--- src/design/fsa_pkg.sv ---
// ----------------------------------------------------------------------------
// Forth stack ALU core package
// Sizes, opcodes, state types and the combinational word functions.
// ----------------------------------------------------------------------------
package fsa_pkg;

    localparam int WORD_BITS    = 32;
    localparam int DATA_DEPTH   = 64;
    localparam int RETURN_DEPTH = 32;

    localparam int FUNC_BITS  = 6;
    localparam int LIT_BITS   = 32;
    localparam int OUT_BITS   = 32;
    localparam int DEPTH_BITS = 7;
    localparam int ERR_BITS   = 2;

    localparam int CNT_BITS   = $clog2(DATA_DEPTH + 1);
    localparam int DADDR_BITS = $clog2(DATA_DEPTH);
    localparam int RCNT_BITS  = $clog2(RETURN_DEPTH + 1);
    localparam int RADDR_BITS = $clog2(RETURN_DEPTH);
    localparam int SH_BITS    = $clog2(WORD_BITS);
    localparam int UCNT_BITS  = $clog2(2 * WORD_BITS + 1);

    typedef logic [WORD_BITS-1:0] t_word;

    typedef enum logic [ERR_BITS-1:0] {
        ERR_OK    = 2'd0,
        ERR_UNDER = 2'd1,
        ERR_OVER  = 2'd2,
        ERR_DIV0  = 2'd3
    } t_err;

    typedef enum logic [FUNC_BITS-1:0] {
        OP_LIT = 6'd0, OP_NOT = 6'd1, OP_AND = 6'd2, OP_OR = 6'd3, OP_XOR = 6'd4,
        OP_ADD = 6'd5, OP_SUB = 6'd6, OP_MUL = 6'd7, OP_DIV = 6'd8, OP_MOD = 6'd9,
        OP_SHIFT = 6'd10, OP_DUP = 6'd11, OP_DROP = 6'd12, OP_SWAP = 6'd13,
        OP_OVER = 6'd14, OP_ROT = 6'd15, OP_PICK = 6'd16, OP_QDUP = 6'd17,
        OP_TOR = 6'd18, OP_RFROM = 6'd19, OP_RFETCH = 6'd20, OP_DEPTH = 6'd21,
        OP_LT = 6'd22, OP_EQ = 6'd23, OP_GT = 6'd24, OP_ZLT = 6'd25, OP_ZEQ = 6'd26,
        OP_ZGT = 6'd27, OP_ULT = 6'd28, OP_INC1 = 6'd29, OP_INC2 = 6'd30,
        OP_DEC2 = 6'd31, OP_UMUL = 6'd32, OP_HALF = 6'd33, OP_MAX = 6'd34,
        OP_MIN = 6'd35, OP_ABS = 6'd36, OP_NEGATE = 6'd37, OP_ABORT = 6'd38,
        OP_DIVMOD = 6'd39, OP_INC4 = 6'd40, OP_DEC4 = 6'd41, OP_MUL4 = 6'd42,
        OP_DIV4 = 6'd43, OP_MUL2 = 6'd44, OP_STARSLASH = 6'd45, OP_ROLL = 6'd46
    } t_op;

    typedef enum logic [3:0] {
        S_IDLE, S_DECODE, S_WAIT, S_RD3, S_ROT2, S_PICK, S_RPOP,
        S_ROLL_T, S_ROLL_RD, S_ROLL_WR, S_FETCH, S_SECOND, S_DONE
    } t_state;

    typedef enum logic [1:0] {
        U_IDLE, U_MUL, U_DIV, U_DONE
    } t_ustate;

    typedef enum logic [1:0] {
        UOP_MUL, UOP_DIV, UOP_MULDIV
    } t_unit_op;

    typedef struct packed {
        logic     start;
        t_unit_op op;
        t_word    a;
        t_word    b;
        t_word    c;
    } t_unit_req;

    typedef struct packed {
        logic  done;
        t_word prod;
        t_word quot;
        t_word rem;
    } t_unit_rsp;

    function automatic t_word flag(input logic t);
        return t ? {WORD_BITS{1'b1}} : '0;
    endfunction

    function automatic t_word mag(input t_word x);
        return x[WORD_BITS-1] ? t_word'(-x) : x;
    endfunction

    function automatic logic [1:0] need_of(input logic [FUNC_BITS-1:0] f);
        case (f)
            OP_NOT, OP_DUP, OP_DROP, OP_PICK, OP_QDUP, OP_TOR, OP_ZLT, OP_ZEQ,
            OP_ZGT, OP_INC1, OP_INC2, OP_DEC2, OP_HALF, OP_ABS, OP_NEGATE,
            OP_INC4, OP_DEC4, OP_MUL4, OP_DIV4, OP_MUL2, OP_ROLL: return 2'd1;
            OP_AND, OP_OR, OP_XOR, OP_ADD, OP_SUB, OP_MUL, OP_DIV, OP_MOD,
            OP_SHIFT, OP_SWAP, OP_OVER, OP_LT, OP_EQ, OP_GT, OP_ULT, OP_UMUL,
            OP_MAX, OP_MIN, OP_DIVMOD: return 2'd2;
            OP_ROT, OP_STARSLASH: return 2'd3;
            default: return 2'd0;
        endcase
    endfunction

    function automatic logic room_of(input logic [FUNC_BITS-1:0] f);
        case (f)
            OP_LIT, OP_DUP, OP_OVER, OP_RFROM, OP_RFETCH, OP_DEPTH: return 1'b1;
            default: return 1'b0;
        endcase
    endfunction

    function automatic t_word shift_word(input t_word a, input t_word b);
        t_word m;
        m = mag(b);
        if (b[WORD_BITS-1]) begin
            if (m >= t_word'(WORD_BITS)) return {WORD_BITS{a[WORD_BITS-1]}};
            return t_word'($signed(a) >>> m[SH_BITS-1:0]);
        end
        if (b >= t_word'(WORD_BITS)) return '0;
        return a << b[SH_BITS-1:0];
    endfunction

    function automatic t_word alu1(input logic [FUNC_BITS-1:0] f, input t_word x);
        case (f)
            OP_NOT:    return ~x;
            OP_ZLT:    return flag(x[WORD_BITS-1]);
            OP_ZEQ:    return flag(x == '0);
            OP_ZGT:    return flag((x != '0) && !x[WORD_BITS-1]);
            OP_INC1:   return x + t_word'(1);
            OP_INC2:   return x + t_word'(2);
            OP_DEC2:   return x - t_word'(2);
            OP_HALF:   return t_word'($signed(x) >>> 1);
            OP_ABS:    return mag(x);
            OP_NEGATE: return t_word'(-x);
            OP_INC4:   return x + t_word'(4);
            OP_DEC4:   return x - t_word'(4);
            OP_MUL4:   return x << 2;
            OP_DIV4:   return t_word'($signed(x) >>> 2);
            OP_MUL2:   return x << 1;
            default:   return x;
        endcase
    endfunction

    function automatic t_word alu2(input logic [FUNC_BITS-1:0] f, input t_word a,
                                   input t_word b);
        case (f)
            OP_AND:   return a & b;
            OP_OR:    return a | b;
            OP_XOR:   return a ^ b;
            OP_ADD:   return a + b;
            OP_SUB:   return a - b;
            OP_SHIFT: return shift_word(a, b);
            OP_LT:    return flag($signed(a) < $signed(b));
            OP_EQ:    return flag(a == b);
            OP_GT:    return flag($signed(b) < $signed(a));
            OP_ULT:   return flag(a < b);
            OP_MAX:   return ($signed(b) < $signed(a)) ? a : b;
            OP_MIN:   return ($signed(a) < $signed(b)) ? a : b;
            default:  return b;
        endcase
    endfunction

endpackage

--- src/design/fsa_unit.sv ---
// ----------------------------------------------------------------------------
// Forth stack ALU shared multiply/divide unit
// Shift-add multiplier and restoring divider, one bit per cycle.
// ----------------------------------------------------------------------------
module fsa_unit (
    input  logic               i_clk,
    input  logic               i_rst_n,
    input  fsa_pkg::t_unit_req i_req,
    output fsa_pkg::t_unit_rsp o_rsp
);

    fsa_pkg::t_ustate r_state, n_state;
    fsa_pkg::t_unit_op r_op, n_op;
    logic [fsa_pkg::UCNT_BITS-1:0] r_cnt, n_cnt;
    logic [fsa_pkg::WORD_BITS:0]   r_hi, n_hi;
    fsa_pkg::t_word r_lo, n_lo;
    fsa_pkg::t_word r_mcand, n_mcand;
    fsa_pkg::t_word r_mc, n_mc;
    fsa_pkg::t_word r_rem, n_rem;
    fsa_pkg::t_word r_q, n_q;
    logic [2*fsa_pkg::WORD_BITS-1:0] r_div, n_div;
    logic r_neg_q, n_neg_q;
    logic r_neg_r, n_neg_r;

    logic [fsa_pkg::WORD_BITS:0] w_sum;
    logic [fsa_pkg::WORD_BITS:0] w_rr;
    logic                        w_ge;

    assign w_sum = r_hi + (r_lo[0] ? {1'b0, r_mcand} : '0);
    assign w_rr  = {r_rem, r_div[2*fsa_pkg::WORD_BITS-1]};
    assign w_ge  = w_rr >= {1'b0, r_mc};

    always_comb begin
        n_state = r_state;
        case (r_state)
            fsa_pkg::U_IDLE: begin
                if (i_req.start) begin
                    n_state = (i_req.op == fsa_pkg::UOP_DIV) ? fsa_pkg::U_DIV : fsa_pkg::U_MUL;
                end
            end
            fsa_pkg::U_MUL: begin
                if (r_cnt == '0) begin
                    n_state = (r_op == fsa_pkg::UOP_MULDIV) ? fsa_pkg::U_DIV : fsa_pkg::U_DONE;
                end
            end
            fsa_pkg::U_DIV: begin
                if (r_cnt == '0) n_state = fsa_pkg::U_DONE;
            end
            fsa_pkg::U_DONE:  n_state = fsa_pkg::U_IDLE;
            default:          n_state = fsa_pkg::U_IDLE;
        endcase
    end

    always_comb begin
        n_op    = r_op;
        n_cnt   = r_cnt;
        n_hi    = r_hi;
        n_lo    = r_lo;
        n_mcand = r_mcand;
        n_mc    = r_mc;
        n_rem   = r_rem;
        n_q     = r_q;
        n_div   = r_div;
        n_neg_q = r_neg_q;
        n_neg_r = r_neg_r;
        o_rsp   = '0;
        case (r_state)
            fsa_pkg::U_IDLE: begin
                if (i_req.start) begin
                    n_op  = i_req.op;
                    n_hi  = '0;
                    n_rem = '0;
                    n_q   = '0;
                    n_cnt = fsa_pkg::UCNT_BITS'(fsa_pkg::WORD_BITS);
                    case (i_req.op)
                        fsa_pkg::UOP_MUL: begin
                            n_mcand = i_req.a;
                            n_lo    = i_req.b;
                        end
                        fsa_pkg::UOP_DIV: begin
                            n_div   = {fsa_pkg::mag(i_req.a), fsa_pkg::t_word'(0)};
                            n_mc    = fsa_pkg::mag(i_req.b);
                            n_neg_q = i_req.a[fsa_pkg::WORD_BITS-1] ^ i_req.b[fsa_pkg::WORD_BITS-1];
                            n_neg_r = i_req.a[fsa_pkg::WORD_BITS-1];
                        end
                        default: begin
                            n_mcand = fsa_pkg::mag(i_req.a);
                            n_lo    = fsa_pkg::mag(i_req.b);
                            n_mc    = fsa_pkg::mag(i_req.c);
                            n_neg_q = i_req.a[fsa_pkg::WORD_BITS-1] ^ i_req.b[fsa_pkg::WORD_BITS-1]
                                      ^ i_req.c[fsa_pkg::WORD_BITS-1];
                            n_neg_r = 1'b0;
                        end
                    endcase
                end
            end
            fsa_pkg::U_MUL: begin
                if (r_cnt != '0) begin
                    n_hi  = {1'b0, w_sum[fsa_pkg::WORD_BITS:1]};
                    n_lo  = {w_sum[0], r_lo[fsa_pkg::WORD_BITS-1:1]};
                    n_cnt = r_cnt - fsa_pkg::UCNT_BITS'(1);
                end else begin
                    n_div = {r_hi[fsa_pkg::WORD_BITS-1:0], r_lo};
                    n_cnt = fsa_pkg::UCNT_BITS'(2 * fsa_pkg::WORD_BITS);
                end
            end
            fsa_pkg::U_DIV: begin
                if (r_cnt != '0) begin
                    n_rem = w_ge ? fsa_pkg::WORD_BITS'(w_rr - {1'b0, r_mc})
                                 : w_rr[fsa_pkg::WORD_BITS-1:0];
                    n_q   = {r_q[fsa_pkg::WORD_BITS-2:0], w_ge};
                    n_div = r_div << 1;
                    n_cnt = r_cnt - fsa_pkg::UCNT_BITS'(1);
                end
            end
            fsa_pkg::U_DONE: begin
                o_rsp.done = 1'b1;
                o_rsp.prod = r_lo;
                o_rsp.quot = r_neg_q ? fsa_pkg::t_word'(-r_q) : r_q;
                o_rsp.rem  = r_neg_r ? fsa_pkg::t_word'(-r_rem) : r_rem;
            end
            default: begin
                o_rsp = '0;
            end
        endcase
    end

    always_ff @(posedge i_clk) begin
        if (!i_rst_n) begin
            r_state <= fsa_pkg::U_IDLE;
        end else begin
            r_state <= n_state;
        end
        r_op    <= n_op;
        r_cnt   <= n_cnt;
        r_hi    <= n_hi;
        r_lo    <= n_lo;
        r_mcand <= n_mcand;
        r_mc    <= n_mc;
        r_rem   <= n_rem;
        r_q     <= n_q;
        r_div   <= n_div;
        r_neg_q <= n_neg_q;
        r_neg_r <= n_neg_r;
    end

endmodule

--- config.mk ---
export PLATFORM = sky130hd
export DESIGN_NAME = fsa_unit
export DESIGN_NICKNAME = d
export VERILOG_FILES = /design/src/design/fsa_pkg.sv /design/src/design/fsa_unit.sv
export SDC_FILE = /design/constraint.sdc
export NUM_CORES = 1
export LEC_CHECK = 0
export BUFFER_PORTS_ARGS = -buffer_cell sky130_fd_sc_hd__buf_4
export CORE_MARGIN = 8
export CORE_UTILIZATION = 40
export CTS_CLUSTER_SIZE = 24
export DETAILED_ROUTE_END_ITERATION = 6
export PLACE_DENSITY = 0.57
export SLEW_MARGIN = 20
export SYNTH_ARGS = -nofsm -noshare
export SYNTH_HDL_FRONTEND = slang
export SYNTH_SLANG_ARGS = --single-unit
--- constraint.sdc ---
create_clock -name i_clk -period 18.9 [get_ports i_clk]
set_input_delay 0 -clock i_clk [delete_from_list [all_inputs] [get_ports i_clk]]
set_output_delay 0 -clock i_clk [all_outputs]
set_load 0.1 [all_outputs]
==> results of run 1 <==
-- registers in the layout (all words and copies together) (netlist names), 7 cells and up --
signal   cells
r_cnt        7
r_div       64
r_hi        32
r_lo        32
r_mc        32
r_mcand     32
r_q         32
r_rem       32
-- cell type report --
class / count / area (sq um)
diodes: 7 / 17.5
clock buffers: 35 / 791
clock inverters: 20 / 175
fillers: 4346 / 23400
inverters: 70 / 263
multi-input cells: 1528 / 10300
flip-flops and latches: 269 / 8060
well taps: 607 / 759
repair buffers: 341 / 2910
-- report_power, final --
part           internal [uW]  total, uW  switching (uW)
Combinational            605       1620            1010
Clock                    338        579             241
Sequential               997       1170             172
-- per-layer routing --
metal  GRT usage [%]  vias up  share of wire (%)
met5               0        -              0.015
met4            5.31        2                2.5
met3            2.47       89                5.5
met2            29.9      427                 45
met1            27.3     7398                 47
li1                -     7639                  -
-- worst paths after layout --
check	end	slack (ns)	cells past startpoint
setup / recovery	o_rsp[31]	14.76	10
hold / removal	r_mc[17]	0.06	5
setup reg to reg	r_rem[3]	14.82	11
hold reg to reg	r_div[28]	0.54	1
-- per-stage QoR --
step	hold WS, ns	utilization [%]	worst slack [ns]	cells
2_1_floorplan	0.0989	-	6.67	1972
3_3_place_gp	0.239	44.9	14.93	2686
3_5_place_dp	0.239	45.0	14.81	2687
4_1_cts	0.0102	49.8	14.70	2869
5_1_grt	0.0369	49.8	14.49	2873
6_report	0.0582	49.8	14.76	2877
-- cells by family (layout without fill, tap and decap cells) --
group | Yosys count | after routing | share of synthesized area [%]
xor+xnor | 261 | 261 | 12.1
other cells | 0 | 7 | 0
simple gates | 670 | 670 | 18.2
flops | 269 | 269 | 42.5
fa+ha+maj | 76 | 76 | 5.10
compound gates | 486 | 486 | 16.7
mux | 35 | 35 | 1.87
buf+inv | 175 | 466 | 3.49
-- worst max-delay path, cell delays in order (launching register included) --
cell and delay [ns]:
edfxtp_1 0.47, or3_1 0.46, or4_1 0.48, or4_1 0.48, nor3_2 0.23, nand2_1 0.13
or4_1 0.45, o41ai_2 0.25, xnor2_1 0.16, and2_1 0.14, buf_4 0.29
-- cells in the final DEF, fill, tap and decap left out, drive strengths merged, types with 18 or more instances in the layout --
cell type,count
buf,214
o31ai,54
xor2,90
and2,184
a21oi,106
nand2,170
nand2b,24
edfxtp,267
o41ai,20
or3,18
a22oi,32
nand3,22
inv,70
a21o,36
o21ai,141
xnor2,171
or4,27
a22o,31
dlygate4sd3,127
ha,74
nor3,21
mux2i,32
nor2,141
clkbuf,35
==> run_results.csv, run 1 <==
group,metric,value,unit
sta,timing.slew.headroom,30.4,%
yosys,synth_area,18900,sq um
yosys,synth_area_leaders,"edfxtp_1, xnor2_1, and2_1",
min_path,hold_start,"i_req[16]",
floorplan,die_h,234,microns
clocking,postCtsSetupBuffers,0,
route,drt_wl_total,54000,microns
route,wire_per_inst,18.8,microns
clocking,clkTransAtPathRegs,0.06,ns
yosys,yosysWarnings,0,
place,placed_area,21000,sq um
cells_and_area,syn_to_final_growth,22.8,%
grt,antenna_found_initial,5,
job,max-cap-violations,0,
clocking,clockBufferDepth,3,
route,drt_pass1_iterations,5,
clocking,htreeDepth,1,
floorplan,fp.coreArea,46700,sq um
clocking,clk_latency,0.57,ns
yosys,synth-async-reset-ratio,0,%
route,final_antenna_net_count,0,
worst_setup_path,worstSetupPathType,"reg2out",
yosys,synth-edff-count,267,
sta,setup-tns-final,0,ns
floorplan,rows,79,
floorplan,initial_core_util,40.6,%
pwr,p_leak,0.00924,uW
worst_setup_path,required,18.90,ns
grt,grt_pass1_wl,84100,microns
sta,setup-violations-final,0,
floorplan,dieArea,54600,sq um
yosys,synth_area_leader_cell,"edfxtp_1",
yosys,synth_cell_types,65,
place,place_congestion,0.898,
route,drcViolationCount,0,
worst_setup_path,arrival,4.14,ns
route,viasPerCell,5.41,
yosys,synth.most_common_cell,"edfxtp_1",
grt,grt_usage,19.1,%
worst_setup_path,cp_max_fo,4,
grt,grt_overflow,0,
place,io_buffers,197,
yosys,synth_top_cells_by_count,"edfxtp_1, and2_1, xnor2_1",
cells_and_area,final_area,23300,sq um
pwr,peakVddDrop,0.0777,mV
route,num_vias,15600,
min_path,hp-class,"in2reg",
clocking,cts_sinks,269,
floorplan,ioPinCount,198,
sta,period_share,21.9,%
worst_setup_path,cp-start-kind,"flip-flop",
sta,slew_viol_final,0,
yosys,synth_fp_nets,2149,
sta,hold_viol_final,0,
status,status,"completed",
floorplan,die_w,234,microns
cells_and_area,layout-drive-gt1-share,13.1,%
yosys,synth_top_area_share,42.3,%
clocking,ctsRootBufferMaster,"clkbuf_16",
grt,grt_max_degree,103,
yosys,ys_ff_latch,269,
route,drt_iter0_markers,1033,
cells_and_area,nets,2418,
yosys,seq_area_frac_synth,42.5,%
sta,period_minus_slack,4.14,ns
place,post-dp-hpwl,37900,microns
sta,worst_pin_slew,1.04,ns
worst_setup_path,worstSetupEndpointType,"output port",
clocking,numCtsBuffers,31,
pwr,totalPowerFinal,3360,uW
clocking,postCtsResizedCells,0,
grt,first_global_vias,15200,
yosys,synthCells,1972,
worst_setup_path,critPathLaunch,"r_rem[15]",
sta,fin_skew,0.0131,ns
pwr,cellPowerDensity,145,nW/um^2
sta,rsz0062_at_grt,"no",
clocking,cts_tree,"yes",
clocking,cts_hold_buf,127,
sta,timing.fmax,242,MHz
yosys,synth_ff_type,"edfxtp_1",
yosys,syn_avg_cell_area,9.60,sq um
worst_setup_path,regToRegStartpoint,"r_rem[1]",
Note: power is estimated with default switching activity, not from simulation.
==> run 2, diff against run 1 <==
==> constraint.sdc (replaced) <==
create_clock -name i_clk -period 4.28 [get_ports i_clk]
set_input_delay 0 -clock i_clk [delete_from_list [all_inputs] [get_ports i_clk]]
set_output_delay 0 -clock i_clk [all_outputs]
set_load 0.1 [all_outputs]
==> run 2 against run 1 <==
  * Critical path depth stayed put
  * Critical path type unchanged
  * Sequential power increased to 4.4 times the previous value
  * Combinational power grew to 4.4 times the previous value
  * Hold slack worse by 0.0015 ns
  * Sequential share of layout area decreased by 0.069 points
  * Final cell count hardly changed
  * Largest power group unchanged
  * Critical endpoint unchanged
==> run_results.csv, run 2 (synthesis gave the netlist of run 1 again) <==
group,metric,value,unit
sta,setup-violations-final,0,
route,num_vias,15600,
sta,worst_pin_slew,1.10,ns
clocking,cts_tree,"yes",
clocking,clkTransAtPathRegs,0.06,ns
grt,grt_overflow,0,
sta,period_share,92.6,%
cells_and_area,largest_reg_flops,64,
route,drt_wl_total,54100,microns
place,io_buffers,197,
worst_setup_path,required,4.28,ns
worst_setup_path,cp_max_fo,6,
grt,first_global_vias,15100,
worst_setup_path,arrival,3.96,ns
route,final_antenna_net_count,0,
clocking,clk_latency,0.54,ns
route,wire_per_inst,18.8,microns
sta,hold_viol_final,0,
sta,period_minus_slack,3.96,ns
floorplan,fp.coreArea,46700,sq um
cells_and_area,regMostFlops,"r_div",
route,viasPerCell,5.42,
clocking,ctsRootBufferMaster,"clkbuf_16",
cells_and_area,layout-drive-gt1-share,13.8,%
floorplan,die_h,234,microns
place,place_congestion,0.902,
clocking,numCtsBuffers,34,
pwr,p_leak,0.00929,uW
pwr,peakVddDrop,0.471,mV
sta,setup-tns-final,0,ns
worst_setup_path,worstSetupPathType,"reg2out",
place,post-dp-hpwl,39200,microns
route,drt_pass1_iterations,5,
floorplan,die_w,234,microns
worst_setup_path,worstSetupEndpointType,"output port",
floorplan,dieArea,54600,sq um
job,max-cap-violations,0,
sta,rsz0062_at_grt,"no",
route,drt_iter0_markers,1097,
floorplan,rows,79,
cells_and_area,syn_to_final_growth,23.0,%
sta,whs,0.0568,ns
sta,timing.slew.headroom,26.9,%
cells_and_area,final_cell_mix,"edfxtp_1, buf_4, and2_1",
min_path,hp-class,"in2reg",
route,drcViolationCount,0,
clocking,postCtsSetupBuffers,0,
clocking,cts_sinks,269,
floorplan,ioPinCount,198,
pwr,cellPowerDensity,651,nW/um^2
sta,slew_viol_final,0,
floorplan,initial_core_util,40.6,%
grt,grt_max_degree,118,
grt,grt_usage,19.2,%
sta,fin_skew,0.0192,ns
cells_and_area,nets,2418,
cells_and_area,layout_commonest_cell,"edfxtp_1",
clocking,clockBufferDepth,3,
grt,antenna_found_initial,6,
sta,timing.fmax,252,MHz
worst_setup_path,cp-start-kind,"flip-flop",
grt,grt_pass1_wl,83400,microns
clocking,htreeDepth,2,
status,status,"completed",
## run 2: cell types whose count changed in the layout (fill, tap and decap cells not counted), sizes merged
cell         delta
dlygate4sd3    -14
buf            +11
clkbuf          +6
inv             +2
clkinv          -1
clkinvlp        -1
diode           -1
## run 2: area by class of cell
class | count | area, sq um
inverters | 70 | 263
repair buffers | 338 | 2830
multi-input cells | 1528 | 10300
fillers | 4308 | 23400
clock buffers | 41 | 898
well taps | 607 | 759
clock inverters | 20 | 174
diodes | 6 | 15.0
flip-flops and latches | 269 | 8060
## run 2: timing repair
item                                   in CTS  in global routing
endpoints found under the hold margin     129                  0
gates resized for setup                     0                  0
hold buffers                              113                  0
## run 2: report_power, final
part | internal, uW | total (uW) | switching (uW) | leakage, uW
Sequential | 4390 | 5180 | 789 | 0.00262
Clock | 1680 | 2790 | 1120 | 0.000532
Combinational | 2720 | 7190 | 4480 | 0.00613
## run 2: critical path, stage by stage (launching register included)
cell and delay, ns:
edfxtp_1 0.48, or3_1 0.44, or4_1 0.48, or4_1 0.49, nor3_2 0.16, nand2_1 0.12, or4_1 0.44, o41ai_2 0.24
xnor2_1 0.16, and2_1 0.15, buf_4 0.29
## run 2: worst paths after layout
kind / from / to / slack (ns) / depth (start not counted)
worst min-delay path: i_req[1] / r_mc[1] / 0.06 / 4
worst min register to register: r_div[6] / r_div[7] / 0.55 / 1
worst max-delay path: r_rem[13] / o_rsp[31] / 0.32 / 10
worst max register to register: r_lo[0] / r_hi[27] / 0.72 / 12
## run 2: metal layers
metal	vias to the layer above	share of wire, %	wire length [microns]	global-route usage [%]
met3	88	5.8	3130	2.91
met2	417	45	24400	30.0
met1	7465	46	25000	26.9
met4	2	2.9	1560	6.49
li1	7637	-	-	-
met5	-	0.031	17	0
## run 2: stage by stage
stage	utilization, %	cell area [sq um]	worst slack, ns	total power [uW]	cells
after floorplan	-	19000	0.140	10300	1972
after global placement	45.2	21100	0.868	12200	2699
after detailed placement	45.2	21100	0.748	12300	2699
after CTS	49.9	23300	0.287	15300	2873
after global routing	49.9	23300	0.104	16200	2877
final	49.9	23300	0.317	15200	2879
==> run 3, diff against run 2 <==
--- a/config.mk
+++ b/config.mk
@@ -6,6 +6,8 @@
 export NUM_CORES = 1
 export LEC_CHECK = 0
 export BUFFER_PORTS_ARGS = -buffer_cell sky130_fd_sc_hd__buf_4
+export CAP_MARGIN = 30
+export CORE_ASPECT_RATIO = 0.8
 export CORE_MARGIN = 8
 export CORE_UTILIZATION = 40
 export CTS_CLUSTER_SIZE = 24
==> run 3 against run 2 <==
  * Via count hardly changed
  * Sequential power hardly changed
  * Die area hardly changed
  * Clock skew is 0.0041 ns lower
  * Routed wire length is 0.23% higher
  * Register-to-register slack worse by 0.17 ns
  * Count of clock-buffer cells in the layout is 4 lower
  * Final cell count is 0.28% higher
  * Critical path depth stayed put
  * Critical endpoint unchanged
  * Worst setup slack worse by 0.13 ns
  * Cell area hardly changed
  * Non-clock buffer count is 2 higher
==> run_results.csv, run 3 (synthesis gave the netlist of run 1 again) <==
group,metric,value,unit
grt,grt_usage,19.3,%
floorplan,ioPinCount,198,
grt,antenna_found_initial,10,
place,pre_cts_ws,0.629,ns
clocking,numCtsBuffers,31,
worst_setup_path,reg2reg_depth,12,
sta,whs,0.0443,ns
floorplan,rows,71,
pwr,combPwrFrac,48.2,%
grt,met1_usage,28.2,%
min_path,hp-class,"in2reg",
sta,fin_skew,0.0151,ns
route,viasPerCell,5.41,
clocking,clkTransAtPathRegs,0.06,ns
pwr,p_leak,0.00925,uW
route,drt_pass1_iterations,5,
sta,period_minus_slack,4.10,ns
worst_setup_path,cp-start-kind,"flip-flop",
grt,grt-busiest-layer,"met2",
clocking,cts_tree,"yes",
status,status,"completed",
worst_setup_path,critPathLaunch,"r_rem[13]",
pwr,p_sw_share,42.4,%
sta,slew_viol_final,0,
place,io_buffers,197,
floorplan,fp.coreArea,46900,sq um
floorplan,die_h,211,microns
cells_and_area,final_core_util,49.7,%
pwr,p_int,8640,uW
sta,timing.slew.headroom,31.8,%
worst_setup_path,required,4.28,ns
route,drt_iter0_markers,1040,
place,placed_area,21100,sq um
sta,period_share,95.7,%
clocking,cts_sinks,269,
worst_setup_path,cp-endpoint,"o_rsp[31]",
worst_setup_path,ff2ff_setup_slack,0.55,ns
worst_setup_path,regToRegStartpoint,"r_lo[0]",
pwr,p_seq_share,34.6,%
cells_and_area,nets,2417,
sta,worst_pin_slew,1.01,ns
route,final_antenna_net_count,0,
grt,grt_max_degree,66,
job,max-cap-violations,0,
floorplan,die_w,259,microns
cells_and_area,largest_reg_flops,64,
grt,grtUsageMet3,3.28,%
pwr,p_switching,6360,uW
sta,timing.fmax,244,MHz
cells_and_area,final_cell_mix,"edfxtp_1, buf_4, and2_1",
cells_and_area,regMostFlops,"r_div",
pwr,totalPowerFinal,15000,uW
cells_and_area,final_area,23300,sq um
clocking,ctsRootBufferMaster,"clkbuf_16",
grt,grtUsageMet2,29.6,%
route,drt_wl_total,54300,microns
grt,first_global_vias,15300,
route,drcViolationCount,0,
cells_and_area,syn_to_final_growth,23.0,%
floorplan,initial_core_util,40.4,%
sta,hold_viol_final,0,
worst_setup_path,cp_max_fo,6,
pwr,cellPowerDensity,644,nW/um^2
place,post-dp-hpwl,40000,microns
clocking,clk_latency,0.57,ns
grt,grt_overflow,0,
route,wire_per_inst,18.8,microns
route,num_vias,15600,
floorplan,dieArea,54600,sq um
sta,worst_slack,0.185,ns
worst_setup_path,arrival,4.10,ns
clocking,clockBufferDepth,3,
grt,grt_pass1_wl,85800,microns
worst_setup_path,worstSetupEndpointType,"output port",
cells_and_area,layout_commonest_cell,"edfxtp_1",
clocking,htreeDepth,1,
place,place_congestion,0.894,
pwr,pwr-share-clk,17.2,%
sta,setup-violations-final,0,
worst_setup_path,reg2reg_to,"r_hi[27]",
worst_setup_path,worstSetupPathType,"reg2out",
pwr,peakVddDrop,0.377,mV
cells_and_area,layout-drive-gt1-share,13.6,%
[run 3: cell count changes in the layout (fill, tap and decap cells not counted), sizes merged]
cell and change:
buf -2, clkbuf -4, clkinvlp +2, diode -3
dlygate4sd3 +4, inv -2
[run 3: worst min path at each step]
stage	startpoint	end	slack [ns]	cells after the start
4_1_cts	i_req[95]	r_mcand[31]	0.009	2
6_report	i_req[95]	r_mcand[31]	0.04	2
3_3_place_gp	i_req[96]	r_op[0]	0.23	1
5_1_grt	i_req[65]	r_mcand[1]	0.05	3
2_1_floorplan	i_req[64]	r_mcand[0]	0.1	0
3_5_place_dp	i_req[96]	r_op[0]	0.23	1
[run 3: power groups by stage]
| stage | sequential [uW] | clock, uW | combinational (uW) |
|---|---|---|---|
| 3_3_place_gp | 5240 | 0 | 6990 |
| 5_1_grt | 5310 | 2750 | 8030 |
| 2_1_floorplan | 4950 | 0 | 5400 |
| 6_report | 5180 | 2580 | 7230 |
| 3_5_place_dp | 5250 | 0 | 7090 |
| 4_1_cts | 5210 | 2660 | 7240 |
[run 3: worst max-delay path, cell delays in order, from the launching register on]
cell	delay, ns
edfxtp_1	0.48
or3_1	0.44
or4_1	0.49
or4_1	0.52
nor3_4	0.22
nand2_1	0.13
or4_1	0.46
o41ai_2	0.27
xnor2_1	0.15
and2_1	0.15
buf_6	0.22
[run 3: cell type report]
class | count | area (sq um)
inverter | 70 | 263
fill | 4418 | 23600
clock buffer | 37 | 798
multi-input combinational | 1528 | 10300
sequential | 269 | 8060
clock inverter | 20 | 173
tap | 620 | 776
timing repair buffer | 340 | 2900
antenna | 3 | 7.51
[run 3: timing repair]
| item | 4_1_cts | 5_1_grt |
|---|---|---|
| setup buffers | 0 | 0 |
| hold endpoints to repair | 130 | 0 |
| endpoints found under the setup margin | 0 | 1 |
| hold buffers | 117 | 0 |
| gates resized for setup | 0 | 2 |
[run 3: stage by stage]
step,cells,setup TNS (ns)
after floorplan,1972,0
after global placement,2707,0
after detailed placement,2708,0
after CTS,2882,0
after global routing,2887,-0.0141
final,2887,0
[run 3: layer usage]
layer  part of all wire (%)  up-vias
met5                   0.11        -
met4                    2.1       12
met3                    5.7       77
met2                     43      406
met1                     49     7489
li1                       -     7636
